<file path="config.mk">
export PLATFORM = sky130hd
export DESIGN_NAME = flic_pixel_chunk_decoder
export DESIGN_NICKNAME = d
export VERILOG_FILES = /design/src/hdl/flic_pkg.sv /design/src/hdl/flic_core.sv /design/src/hdl/flic_pixel_chunk_decoder.sv
export SDC_FILE = /design/constraint.sdc
export NUM_CORES = 2
export LEC_CHECK = 0
export BUFFER_PORTS_ARGS = -buffer_cell sky130_fd_sc_hd__buf_2
export CAP_MARGIN = 15
export CORE_MARGIN = 2
export CORE_UTILIZATION = 58
export DETAILED_ROUTE_END_ITERATION = 8
export PLACE_DENSITY = 0.74
export SKIP_LAST_GASP = 1
export SLEW_MARGIN = 5
export SYNTH_ARGS = -nofsm -noshare
export SYNTH_HDL_FRONTEND = slang
export SYNTH_SLANG_ARGS = --single-unit
</file>
<file path="constraint.sdc">
create_clock -name clk_i -period 11.7 [get_ports clk_i]
set_input_delay 3.51 -clock clk_i [delete_from_list [all_inputs] [get_ports clk_i]]
set_output_delay 3.51 -clock clk_i [all_outputs]
set_load 0.01 [all_outputs]
</file>
<file path="src/hdl/flic_pkg.sv">
// Package for the FLIC pixel chunk decoder: phase and mode codes, frame limits.
// No dependencies.
package flic_pkg;
  localparam int unsigned MaxWidth  = 1024;
  localparam int unsigned MaxHeight = 1024;

  typedef enum logic [3:0] {
    P_IDLE, P_DONE, P_HDR, P_LINE, P_OPHI, P_SKIP, P_COUNT,
    P_VALUE, P_VALUE2, P_LIT, P_COPY
  } phase_e;

  localparam logic [2:0] M_BRUN  = 3'd0;
  localparam logic [2:0] M_FLI   = 3'd1;
  localparam logic [2:0] M_FLC   = 3'd2;
  localparam logic [2:0] M_BLACK = 3'd3;
  localparam logic [2:0] M_COPY  = 3'd4;

  localparam logic [1:0] WK_NONE = 2'd0;
  localparam logic [1:0] WK_FILL = 2'd1;
  localparam logic [1:0] WK_PAIR = 2'd2;

  localparam logic [0:0] CFG_WIDTH  = 1'b0;
  localparam logic [0:0] CFG_HEIGHT = 1'b1;

  typedef struct packed {
    logic [1:0]  kind;
    logic [19:0] addr;
    logic [20:0] len;
    logic [7:0]  fill;
    logic [7:0]  pair;
  } wr_t;

  typedef struct packed {
    wr_t        w0;
    wr_t        w1;
    logic       two;
    logic       done;
    logic       err;
  } res_t;
endpackage

</file>
<file path="src/hdl/flic_core.sv">
// Decoder state machine: one body byte per call, produces up to two writes.
// Depends on flic_pkg.
module flic_core import flic_pkg::*; (
  input  logic        clk_i,
  input  logic        rst_ni,
  input  logic        en_i,
  input  logic [2:0]  mode_i,
  input  logic [7:0]  data_byte_i,
  input  logic        chunk_first_i,
  input  logic        chunk_last_i,
  input  logic [10:0] w_i,
  input  logic [10:0] h_i,
  output res_t        res_o
);
  phase_e      phase_q, phase_d;
  logic [16:0] row_q, row_d;
  logic [15:0] col_q, col_d;
  logic [19:0] bl_q, bl_d;
  logic [15:0] pk_q, pk_d;
  logic [15:0] ln_q, ln_d;
  logic [7:0]  hb_q, hb_d;
  logic [8:0]  reb_q, reb_d;
  logic        err_q, err_d;
  logic [2:0]  md_q, md_d;

  always_comb begin
    phase_e      ph;
    logic [16:0] row;
    logic [15:0] col;
    logic [19:0] bl;
    logic [15:0] pk, ln, op, n16;
    logic [7:0]  hb;
    logic [8:0]  reb;
    logic        err, nw, done;
    logic [2:0]  md;
    wr_t         wa, wb;
    logic [7:0]  b;
    logic [7:0]  mag;
    logic [17:0] sum;
    logic [16:0] lim;
    logic [18:0] rtmp;
    logic [31:0] base;
    logic        pkd, le;
    ph = phase_q; row = row_q; col = col_q; bl = bl_q; pk = pk_q; ln = ln_q;
    hb = hb_q; reb = reb_q; err = err_q; md = md_q;
    wa = '0; wb = '0; nw = 1'b0; done = 1'b0; b = data_byte_i;
    mag = '0; sum = '0; lim = '0; rtmp = '0; op = '0; n16 = '0;
    pkd = 1'b0; le = 1'b0;
    if (chunk_first_i) begin
      md = mode_i; row = '0; col = '0; bl = '0; pk = '0; ln = '0;
      hb = '0; reb = '0; err = 1'b0;
      case (mode_i)
        M_BRUN:  ph = (h_i == 11'd0) ? P_DONE : P_LINE;
        M_FLI, M_FLC: ph = P_HDR;
        M_BLACK: begin
          if (w_i != 0 && h_i != 0) begin
            wa.kind = WK_FILL; wa.len = 21'(w_i) * 21'(h_i); nw = 1'b1;
          end
          ph = P_DONE;
        end
        M_COPY:  ph = (w_i == 0 || h_i == 0) ? P_DONE : P_COPY;
        default: ph = P_DONE;
      endcase
    end
    base = 32'(row) * 32'(w_i);
    if (ph != P_IDLE) begin
      case (ph)
        P_HDR: begin
          if (md == M_FLI) begin
            if (bl == 0 || bl == 2) begin
              hb = b; bl = bl + 20'd1;
            end else if (bl == 1) begin
              row = {1'b0, b, hb}; bl = 20'd2;
            end else begin
              n16 = {b, hb}; bl = '0;
              if (n16[15] || (18'(row) + 18'(n16)) > 18'(h_i)) begin
                err = 1'b1; ph = P_DONE;
              end else begin
                ln = n16; col = '0; ph = (n16 == 0) ? P_DONE : P_LINE;
              end
            end
          end else if (bl == 0) begin
            hb = b; bl = 20'd1;
          end else begin
            bl = '0; ln = {b, hb}; row = '0; col = '0;
            ph = (ln == 0) ? P_DONE : P_LINE;
          end
        end
        P_LINE: begin
          col = '0;
          if (md == M_BRUN) ph = P_COUNT;
          else if (md == M_FLI) begin
            pk = {8'd0, b};
            if (b == 0) le = 1'b1; else ph = P_SKIP;
          end else begin
            hb = b; ph = P_OPHI;
          end
        end
        P_OPHI: begin
          op = {b, hb}; ph = P_LINE;
          case (op[15:14])
            2'b00: begin
              if (row >= 17'(h_i)) begin
                err = 1'b1; ph = P_DONE;
              end else begin
                pk = op; col = '0;
                if (op == 0) le = 1'b1; else ph = P_SKIP;
              end
            end
            2'b10: reb = {1'b1, op[7:0]};
            2'b11: begin
              rtmp = 19'(row) + 19'(17'h10000 - 17'(op));
              row = (rtmp > 19'h1FFFF) ? 17'h1FFFF : rtmp[16:0];
            end
            default: ;
          endcase
        end
        P_SKIP: begin
          sum = 18'(col) + 18'(b);
          col = (sum > 18'hFFFF) ? 16'hFFFF : sum[15:0];
          ph = P_COUNT;
        end
        P_COUNT: begin
          mag = b[7] ? 8'(-b) : b;
          lim = (md == M_FLC && !(b[7] && md == M_BRUN)) ? 17'({mag, 1'b0})
                                                         : 17'(mag);
          if (md == M_FLI && col > 16'(w_i)) begin
            err = 1'b1; ph = P_DONE;
          end else if (18'(col) + 18'(lim) > 18'(w_i)) begin
            err = 1'b1; ph = P_DONE;
          end else if (b[7]) begin
            bl = 20'(mag); ph = (md == M_BRUN) ? P_LIT : P_VALUE;
          end else if (md == M_BRUN) begin
            bl = 20'(mag); ph = P_VALUE;
          end else begin
            bl = 20'(lim);
            if (lim == 0) pkd = 1'b1; else ph = P_LIT;
          end
        end
        P_VALUE: begin
          if (md == M_FLC) begin
            hb = b; ph = P_VALUE2;
          end else begin
            if (bl != 0) begin
              wa.kind = WK_FILL; wa.addr = 20'(base + 32'(col));
              wa.len = 21'(bl); wa.fill = b; nw = 1'b1;
            end
            col = col + 16'(bl); bl = '0;
            if (md == M_BRUN) ph = P_COUNT; else pkd = 1'b1;
          end
        end
        P_VALUE2: begin
          wa.kind = WK_PAIR; wa.addr = 20'(base + 32'(col));
          wa.len = 21'({bl, 1'b0}); wa.fill = hb; wa.pair = b; nw = 1'b1;
          col = col + 16'({bl, 1'b0}); bl = '0; pkd = 1'b1;
        end
        P_LIT: begin
          wa.kind = WK_FILL; wa.addr = 20'(base + 32'(col));
          wa.len = 21'd1; wa.fill = b; nw = 1'b1;
          col = col + 16'd1; bl = bl - 20'd1;
          if (bl == 0) begin
            if (md == M_BRUN) ph = P_COUNT; else pkd = 1'b1;
          end
        end
        P_COPY: begin
          wa.kind = WK_FILL; wa.addr = 20'(base + 32'(col));
          wa.len = 21'd1; wa.fill = b; nw = 1'b1;
          col = col + 16'd1;
          if (col >= 16'(w_i)) begin
            col = '0; row = row + 17'd1;
          end
          if (row >= 17'(h_i)) ph = P_DONE;
        end
        default: ;
      endcase
      // brun row advance after a packet ends at the row's last column
      if (md == M_BRUN && ph == P_COUNT && phase_q != P_LINE
          && !(chunk_first_i)) begin
        if (col >= 16'(w_i)) begin
          col = '0; row = row + 17'd1;
          ph = (row >= 17'(h_i)) ? P_DONE : P_LINE;
        end
      end else if (md == M_BRUN && ph == P_COUNT) begin
        if (col >= 16'(w_i)) begin
          col = '0; row = row + 17'd1;
          ph = (row >= 17'(h_i)) ? P_DONE : P_LINE;
        end
      end
      if (pkd) begin
        pk = pk - 16'd1;
        if (pk == 0) le = 1'b1; else ph = P_SKIP;
      end
      if (le) begin
        if (md == M_FLC && reb[8] && w_i == 0) begin
          err = 1'b1; ph = P_DONE;
        end else begin
          if (md == M_FLC && reb[8]) begin
            wb.kind = WK_FILL; wb.addr = 20'(base + 32'(w_i) - 32'd1);
            wb.len = 21'd1; wb.fill = reb[7:0];
          end
          reb = '0;
          row = (row == 17'h1FFFF) ? row : row + 17'd1;
          col = '0; ln = ln - 16'd1;
          ph = (ln == 0) ? P_DONE : P_LINE;
        end
      end
      if (chunk_last_i) begin
        if (ph != P_DONE) err = 1'b1;
        ph = P_IDLE; done = 1'b1;
      end
    end
    // pack: eol write goes after a data write if both occurred
    res_o.two = 1'b0;
    if (wb.kind != WK_NONE) begin
      if (nw) begin
        res_o.w0 = wa; res_o.w1 = wb; res_o.two = 1'b1;
      end else begin
        res_o.w0 = wb; res_o.w1 = '0;
      end
    end else begin
      res_o.w0 = wa; res_o.w1 = '0;
    end
    res_o.done = done; res_o.err = err;
    phase_d = ph; row_d = row; col_d = col; bl_d = bl; pk_d = pk; ln_d = ln;
    hb_d = hb; reb_d = reb; err_d = err; md_d = md;
  end

  always_ff @(posedge clk_i or negedge rst_ni) begin
    if (!rst_ni) begin
      phase_q <= P_IDLE; row_q <= '0; col_q <= '0; bl_q <= '0; pk_q <= '0;
      ln_q <= '0; hb_q <= '0; reb_q <= '0; err_q <= 1'b0; md_q <= M_BRUN;
    end else if (en_i) begin
      phase_q <= phase_d; row_q <= row_d; col_q <= col_d; bl_q <= bl_d;
      pk_q <= pk_d; ln_q <= ln_d; hb_q <= hb_d; reb_q <= reb_d;
      err_q <= err_d; md_q <= md_d;
    end
  end
endmodule

</file>
<file path="src/hdl/flic_pixel_chunk_decoder.sv">
// FLIC pixel chunk decoder top level: input register, core, two-entry result buffer.
// Depends on flic_pkg and flic_core.
// A request goes through the input register, the core, then the result register.
// Throughput: one byte per cycle while the receiver does not stall; an item with
// two writes holds the next until its second write is taken.
// Reset: asynchronous active low; phase idle, counters clear, width 320, height 200.
module flic_pixel_chunk_decoder import flic_pkg::*; (
  input  logic        clk_i,
  input  logic        rst_ni,
  input  logic        in_valid_i,
  output logic        in_stall_o,
  input  logic [2:0]  mode_i,
  input  logic [7:0]  data_byte_i,
  input  logic        chunk_first_i,
  input  logic        chunk_last_i,
  output logic        out_valid_o,
  input  logic        out_stall_i,
  output logic [1:0]  write_kind_o,
  output logic [19:0] write_address_o,
  output logic [20:0] run_pixels_o,
  output logic [7:0]  fill_value_o,
  output logic [7:0]  pair_value_o,
  output logic        chunk_done_o,
  output logic        chunk_error_o,
  output logic        item_end_o,
  input  logic        cfg_we_i,
  input  logic [0:0]  cfg_index_i,
  input  logic [10:0] cfg_data_i
);
  logic [10:0] fw_q, fh_q, w_eff, h_eff;
  // input register
  logic        iv_q;
  logic [2:0]  md_q;
  logic [7:0]  db_q;
  logic        cf_q, cl_q;
  // result buffer: slot 0 is shown, slot 1 holds the second write
  res_t        res;
  logic        ov_q, pend_q;
  res_t        r_q;
  logic        take_core, in_acc;

  always_ff @(posedge clk_i or negedge rst_ni) begin
    if (!rst_ni) begin
      fw_q <= 11'd320; fh_q <= 11'd200;
    end else if (cfg_we_i) begin
      if (cfg_index_i == CFG_WIDTH) fw_q <= cfg_data_i;
      else fh_q <= cfg_data_i;
    end
  end
  assign w_eff = (fw_q > 11'(MaxWidth)) ? 11'(MaxWidth) : fw_q;
  assign h_eff = (fh_q > 11'(MaxHeight)) ? 11'(MaxHeight) : fh_q;

  // core consumes the input register when the result buffer is free or draining
  assign take_core  = iv_q && (!ov_q || (!out_stall_i && !pend_q));
  assign in_stall_o = iv_q && !take_core;
  assign in_acc     = in_valid_i && !in_stall_o;

  always_ff @(posedge clk_i or negedge rst_ni) begin
    if (!rst_ni) iv_q <= 1'b0;
    else if (in_acc) iv_q <= 1'b1;
    else if (take_core) iv_q <= 1'b0;
  end
  always_ff @(posedge clk_i) begin
    if (in_acc) begin
      md_q <= mode_i; db_q <= data_byte_i; cf_q <= chunk_first_i; cl_q <= chunk_last_i;
    end
  end

  flic_core u_core (
    .clk_i, .rst_ni, .en_i(take_core), .mode_i(md_q), .data_byte_i(db_q),
    .chunk_first_i(cf_q), .chunk_last_i(cl_q), .w_i(w_eff), .h_i(h_eff),
    .res_o(res)
  );

  always_ff @(posedge clk_i or negedge rst_ni) begin
    if (!rst_ni) begin
      ov_q <= 1'b0; pend_q <= 1'b0;
    end else if (take_core) begin
      ov_q <= 1'b1; pend_q <= res.two;
    end else if (ov_q && !out_stall_i) begin
      if (pend_q) pend_q <= 1'b0; else ov_q <= 1'b0;
    end
  end
  always_ff @(posedge clk_i) begin
    if (take_core) r_q <= res;
    else if (ov_q && !out_stall_i && pend_q) begin
      r_q.w0 <= r_q.w1; r_q.two <= 1'b0;
    end
  end

  assign out_valid_o     = ov_q;
  assign write_kind_o    = r_q.w0.kind;
  assign write_address_o = r_q.w0.addr;
  assign run_pixels_o    = r_q.w0.len;
  assign fill_value_o    = r_q.w0.fill;
  assign pair_value_o    = r_q.w0.pair;
  assign item_end_o      = !pend_q;
  assign chunk_done_o    = r_q.done && !pend_q;
  assign chunk_error_o   = r_q.err;

  a_pend_valid: assert property (@(posedge clk_i) disable iff (!rst_ni)
    pend_q |-> ov_q) else $error("pending second write without valid");
  a_no_take_pend: assert property (@(posedge clk_i) disable iff (!rst_ni)
    pend_q |-> !take_core) else $error("core advanced over a pending write");
  a_hold: assert property (@(posedge clk_i) disable iff (!rst_ni)
    (ov_q && out_stall_i) |=> (ov_q && $stable(r_q.w0))) else $error("result lost");
endmodule

</file>
=== Yosys cells after proc, flatten, opt, wreduce, memory -nomap -nowiden ===
Cells that the tools add are included.

* Flip-flop bits (word level): 268
* Input bits: 30
* Output and inout port bits: 64
* Word-level logic and storage cells: 346

* Add/sub/neg operators: 19
* $mul: 2
* Magnitude comparators: 12
* Equality and inequality tests: 24
* Muxes and demuxes: 203
* Bitwise logic cells: 1
* Reduce and logical (&&, ||, !) cells: 54

{| class="wikitable"
|+ Operators by type and width
! cell !! count
|-
| 16-bit two-way mux || 37
|-
| 17-bit two-way mux || 20
|-
| 51-bit two-way mux || 5
|-
| 118-bit two-way mux || 2
|-
| 59-bit two-way mux || 3
|-
| 20-bit two-way mux || 8
|-
| 51-bit case mux with 3 select lines || 1
|-
| 4-bit two-way mux || 33
|-
| 16-bit case mux with 8 select lines || 1
|-
| 20-bit case mux with 5 select lines || 1
|-
| 8-bit two-way mux || 10
|-
| 9-bit two-way mux || 8
|-
| 21-bit two-way mux || 3
|-
| 17-bit by 1-bit adder with 17-bit output (second input constant) || 3
|-
| 17-bit by 11-bit >= comparator with 1-bit output || 3
|-
| 17-bit case mux with 3 select lines || 1
|-
| 1-bit two-way mux || 50
|-
| 50-bit two-way mux || 1
|-
| 16-bit zero test || 3
|-
| 20-bit zero test || 2
|-
| 20-bit by 1-bit subtractor with 20-bit output (second input constant) || 2
|-
| 18-bit by 11-bit greater-than comparator with 1-bit output || 2
|-
| 16-bit adder || 2
|-
| 16-bit by 11-bit >= comparator with 1-bit output || 2
|-
| other kinds (56) || 112
|}

=== Logic depth before layout (Yosys ltp) ===
* Depth after elaboration: 27
* Depth in mapped cells: 48
* Gate-level depth less buffers: 41

=== By module ===
Synthesis repeated with hierarchy kept, for this count alone.

* Cell total of the unflattened synthesis: 4354
* Area, all modules: 36394.9 µm²

{| class="wikitable"
|+ Modules (own cells, without submodules)
! module !! instances !! cells an instance !! area each (µm²) !! sequential area each (µm²)
|-
| flic_core || 1 || 4007 || 29879.9 || 2752.6
|-
| flic_pixel_chunk_decoder || 1 || 347 || 6515.0 || 4625.7
|}

=== Least setup slack after synthesis ===
OpenSTA, ideal clock, no wires.

* Path type: reg2reg
* Start: reg cf_q
* End: reg u_core.row_q[14]
* Library setup time: 0.127 ns
* Arrival: 9.055 ns
* Data required time: 11.573 ns
* Slack: 2.518 ns
* Stages on the path, launching flop included: 48
* Buffers on the path: 9
* Period minus slack after synthesis: 9.182 ns
* Cell sequence: edfxtp_1 > buf_6 > buf_6 > buf_6 > buf_4 > buf_4 > clkbuf_1 > clkbuf_1 > nor2_1 > ha_1 > o21ai_0 > nor2_1 > o21ai_1 > o21ai_0 > xor2_1 > ha_1 > and4_1 > nand3_1 > [12 not listed] > a21o_1 > a211oi_1 > o21ai_0 > o211ai_1 > a31oi_1 > nor3_1 > nand3_1 > o21ai_1 > clkbuf_1 > xnor2_1 > ha_1 > nor2b_1 > o211ai_1 > and4b_1 > buf_6 > nor4b_2 > mux2i_1 > nand3_1

* Cells in the longest elaborated chain, start to end: 25
* Elaborated cells between the ends (all ways): 148
* Classes of those cells: 13 x add/sub; 9 x order compare; 15 x eq/ne; 92 x mux; 19 x reduce/logical

{| class="wikitable"
|+ RTL lines
! what !! line !! text
|-
| start: declaration || flic_pixel_chunk_decoder.sv:35 || <nowiki>logic cf_q, cl_q;</nowiki>
|-
| start signal: assignment || flic_pixel_chunk_decoder.sv:65 || <nowiki>md_q <= mode_i; db_q <= data_byte_i; cf_q <= chunk_first_i; cl_q <= chunk_last_i;</nowiki>
|-
| parallel branches: the longest is 24 deep, another holds 17-bit by 19-bit adder with 19-bit output || -- ||
|-
| 17-bit two-way mux (*) || flic_core.sv:66 || <nowiki>if (ph != P_IDLE) begin</nowiki>
|-
| end signal: assignment || flic_core.sv:233 || <nowiki>phase_q <= phase_d; row_q <= row_d; col_q <= col_d; bl_q <= bl_d;</nowiki>
|-
| end: declaration || flic_core.sv:16 || <nowiki>logic [16:0] row_q, row_d;</nowiki>
|}

Mark *: on every way between the ends. The select of a mux whose other input is x is not followed.
A chain may end at the register's enable or synchronous reset.

=== Worst setup path after layout ===
* Start: reg cf_q
* End: reg u_core.row_q[1]

Same word-level chain as after synthesis.

==> key figures <==
Outcome
  • Run status: finished with violations
  • Failing checks: DRC

Floorplanning
  • Core area: 59020 µm²
  • # rows: just under 90
  • # IOs: 94
  • Die area: 61580 µm²
  • Starting Density: ~59%
  • Die Y: ~250 µm
  • Die X: roughly 250 µm

Power
  • Pleak: 16.08 nW
  • Int Power: 2.369 mW
  • Sw power: about 1.9 mW
  • Sw Ratio: 44.53%
  • Reg power frac: 25.1%
  • Power share of the clock group: between 20% and 30%
  • Gate power share: 49.2%
  • Tot Pwr: 4.271 mW
  • Max VDD drop: 0.1329 mV
  • PD cells: 116.2 nW/µm²

Run
  • Max-Cap Viols: 0

Finish
  • Area growth syn-to-layout: 6.329%
  • Final core utilization: between 60% and 70%
  • Commonest non-fill, non-tap cell in the layout: nand2_1
  • Commonest non-fill, non-tap cells in the layout: 530 x nand2_1, 372 x inv_1, 365 x nor2_1, 322 x ha_1, 255 x a21oi_1
  • Layout Cells excl Fill: 5076
  • Fillers: approximately 5.3k
  • Ratio of cells with drive above 1 in the final layout: a little under a tenth
  • Design area: ~37000 µm²
  • Fin nets: ~4.8k

Detailed routing
  • Iter 0 DRT Violations: 4503
  • Final WL: 137000 µm
  • Iteration count of the initial detailed-routing pass: 9
  • DR DRC count: 8
  • WL per Instance: ~27 µm
  • Via count: approximately 34k
  • Vias per cell: 6.738
  • Detail Route Antenna Nets: 0

STA
  • Unrepaired setup endpoints after global routing: no
  • Hold Vio Cnt, Final: 0
  • Final slew viol count: 0
  • Minimum clock period: 10.35 ns
  • Worst Max-Slew Pin Slew: 1.246 ns
  • Min Hold Slack: roughly 0.48 ns
  • Setup_tns: 0 ns
  • Final setup viols: 0
  • Layout Skew: ~0.042 ns
  • Final period util: 88.44%
  • Relative slew slack: about 16%
  • Worst setup margin: around 1.4 ns
  • FMAX: 96.64 MHz

Clock tree
  • Clk root buf: clkbuf_16
  • Max Buffers Root-to-Sink: 3
  • Clock Sinks: 238
  • Clk_lat worst skew: roughly 0.59 ns
  • Number of H-tree levels: 2
  • Post-CTS Setup Inserts: 0
  • Cells resized by post-CTS repair: 0
  • CTS Buf Count: 34
  • Hold buffers post-CTS: 0
  • Worst-path clk slew: 0.06 ns
  • CTS tree: done

Placed design
  • DP Cell Count: roughly 5k
  • Routability cong.: about 1.1
  • Detailed Place HPWL: 105900 µm
  • Post-DP Area: 35560 µm²
  • I/O Buffers: 93
  • DP Worst Slack: 1.791 ns

Worst setup path
  • CP Data Arrival Time: 10.76 ns
  • Peak per-stage delay on the critical path: 0.83 ns
  • Setup crit end kind: flop
  • FF-to-FF path depth: 43
  • Crit path required time: 12.11 ns
  • Critical path class: flop to flop
  • Critical path origin: cf_q
  • Reg2reg start: cf_q
  • Crit path to: u_core.row_q[1]
  • Slowest CP cell: a21oi_2
  • Setup crit start kind: flop
  • Most used cell, CP: buf_4
  • R2r endpoint: u_core.row_q[1]
  • Worst-path fanout max: 37
  • R2R Setup Slk: about 1.4 ns

Synth
  • Syn nets: 4859
  • Yosys reg bits: roughly 240
  • Post-Syn Area: 34580 µm²
  • Sequential fraction of the synthesis area: about a fifth
  • Number of synthesis warnings: 0
  • Synth Flop Type: dfrtp_1
  • Avg Synthesized Cell Area: 8.020 µm²
  • Post-Syn Instances: between 4k and 5k
  • Synth async-reset ratio: 56.72%
  • Synth unique cells: 115
  • Post-synth EDFFs: slightly above 100

GRT
  • Grt total ovfl: 0
  • Initial antenna violation count: 3
  • Global-route wire length before repair: about 200000 µm
  • Largest net degree at the start of global routing: 89
  • All-Layer GR Usage: 44.27%
  • Vias in the first global route: 32.10k

Hold path
  • Hold crit path type: flop to flop
## worst max-delay path: cells and delay by family, from the launching register on
kind / cells / cell delay, ns
AND/OR/NAND/NOR: 15 / 3.10
buffers and inverters: 5 / 1.40
XOR/XNOR: 1 / 0.17
adder cells (fa/ha/maj): 4 / 1.31
AO/OA/AOI/OAI: 17 / 3.59
flip-flops: 1 / 0.41
multiplexers: 1 / 0.18
## cell families (layout without fill, tap and decap cells)
| logic type | count (synthesis) | in the layout | synth area share (%) |
|---|---|---|---|
| AND/OR/NAND/NOR | 1508 | 1508 | 21.18 |
| AO/OA/AOI/OAI | 1079 | 1079 | 20.96 |
| buffers and inverters | 662 | 651 | 8.019 |
| adder cells (fa/ha/maj) | 518 | 518 | 23.00 |
| XOR/XNOR | 239 | 239 | 6.054 |
| flip-flops | 238 | 238 | 18.73 |
| multiplexers | 67 | 67 | 2.055 |
| other | 0 | 3 | 0 |
## final cells by class
class	count	area, µm²	share of cell area [%]
Timing Repair Buffer	201	1280	3.482
Tap cell	773	967.2	2.631
Multi-Input combinational cell	3411	25390	69.07
Inverter	388	1456	3.961
Clock inverter	16	171.4	0.4663
Clock buffer	46	1010	2.746
Sequential cell	238	6477	17.62
Antenna cell	3	7.507	0.02042
## Yosys cell counts (42+ instances only)
cell type	instances	area share, %
a21o_1	43	0.93
a21oi_1	257	3.7
and3_1	60	1.1
buf_4	64	1.4
clkbuf_1	171	1.9
dfrtp_1	130	9.4
edfxtp_1	103	8.9
fa_1	196	11
ha_1	322	12
inv_1	373	4.0
nand2_1	532	5.8
nand2b_1	42	0.76
nand3_1	104	1.5
nor2_1	366	4.0
nor2b_1	70	1.3
nor3_1	84	1.2
o211ai_1	51	1.1
o21a_1	42	0.91
o21ai_0	243	3.5
xnor2_1	187	4.7
xor2_1	52	1.3
## flip-flops by register name (all words and copies together), names as in the netlist, 16 cells and up
signal           flops
write_address_o     20
r_q                 30
u_core.ln_q         16
u_core.bl_q         20
u_core.row_q        17
u_core.pk_q         16
u_core.col_q        16
run_pixels_o        21
## worst min-delay path by stage
stage,startpoint,to,cells past startpoint
2_1_floorplan,u_core.ln_q[4],u_core.ln_q[4],2
3_3_place_gp,u_core.pk_q[2],u_core.pk_q[2],2
3_5_place_dp,u_core.reb_q[0],u_core.reb_q[0],2
4_1_cts,u_core.reb_q[0],u_core.reb_q[0],2
5_1_grt,u_core.ln_q[8],u_core.ln_q[8],2
6_report,u_core.reb_q[4],u_core.reb_q[4],2
## routing by layer
| metal | share of wire, % | up-vias | track usage, % |
|---|---|---|---|
| li1 | - | 15110 | - |
| met5 | 0.0095 | - | 0 |
| met1 | 38 | 16270 | 57.55 |
| met3 | 11 | 598 | 10.30 |
| met2 | 42 | 2226 | 64.74 |
| met4 | 8.6 | 2 | 31.58 |
## power groups by stage
stage | clock network (mW) | registers (mW) | logic [mW]
floorplan | 0 | 1.03 | 1.46
global placement | 0 | 1.08 | 1.99
detailed placement | 0 | 1.08 | 2.02
CTS | 1.11 | 1.07 | 2.04
global route | 1.14 | 1.08 | 2.28
finish | 1.10 | 1.07 | 2.10
No activity file was read; power rests on OpenSTA's default activity.
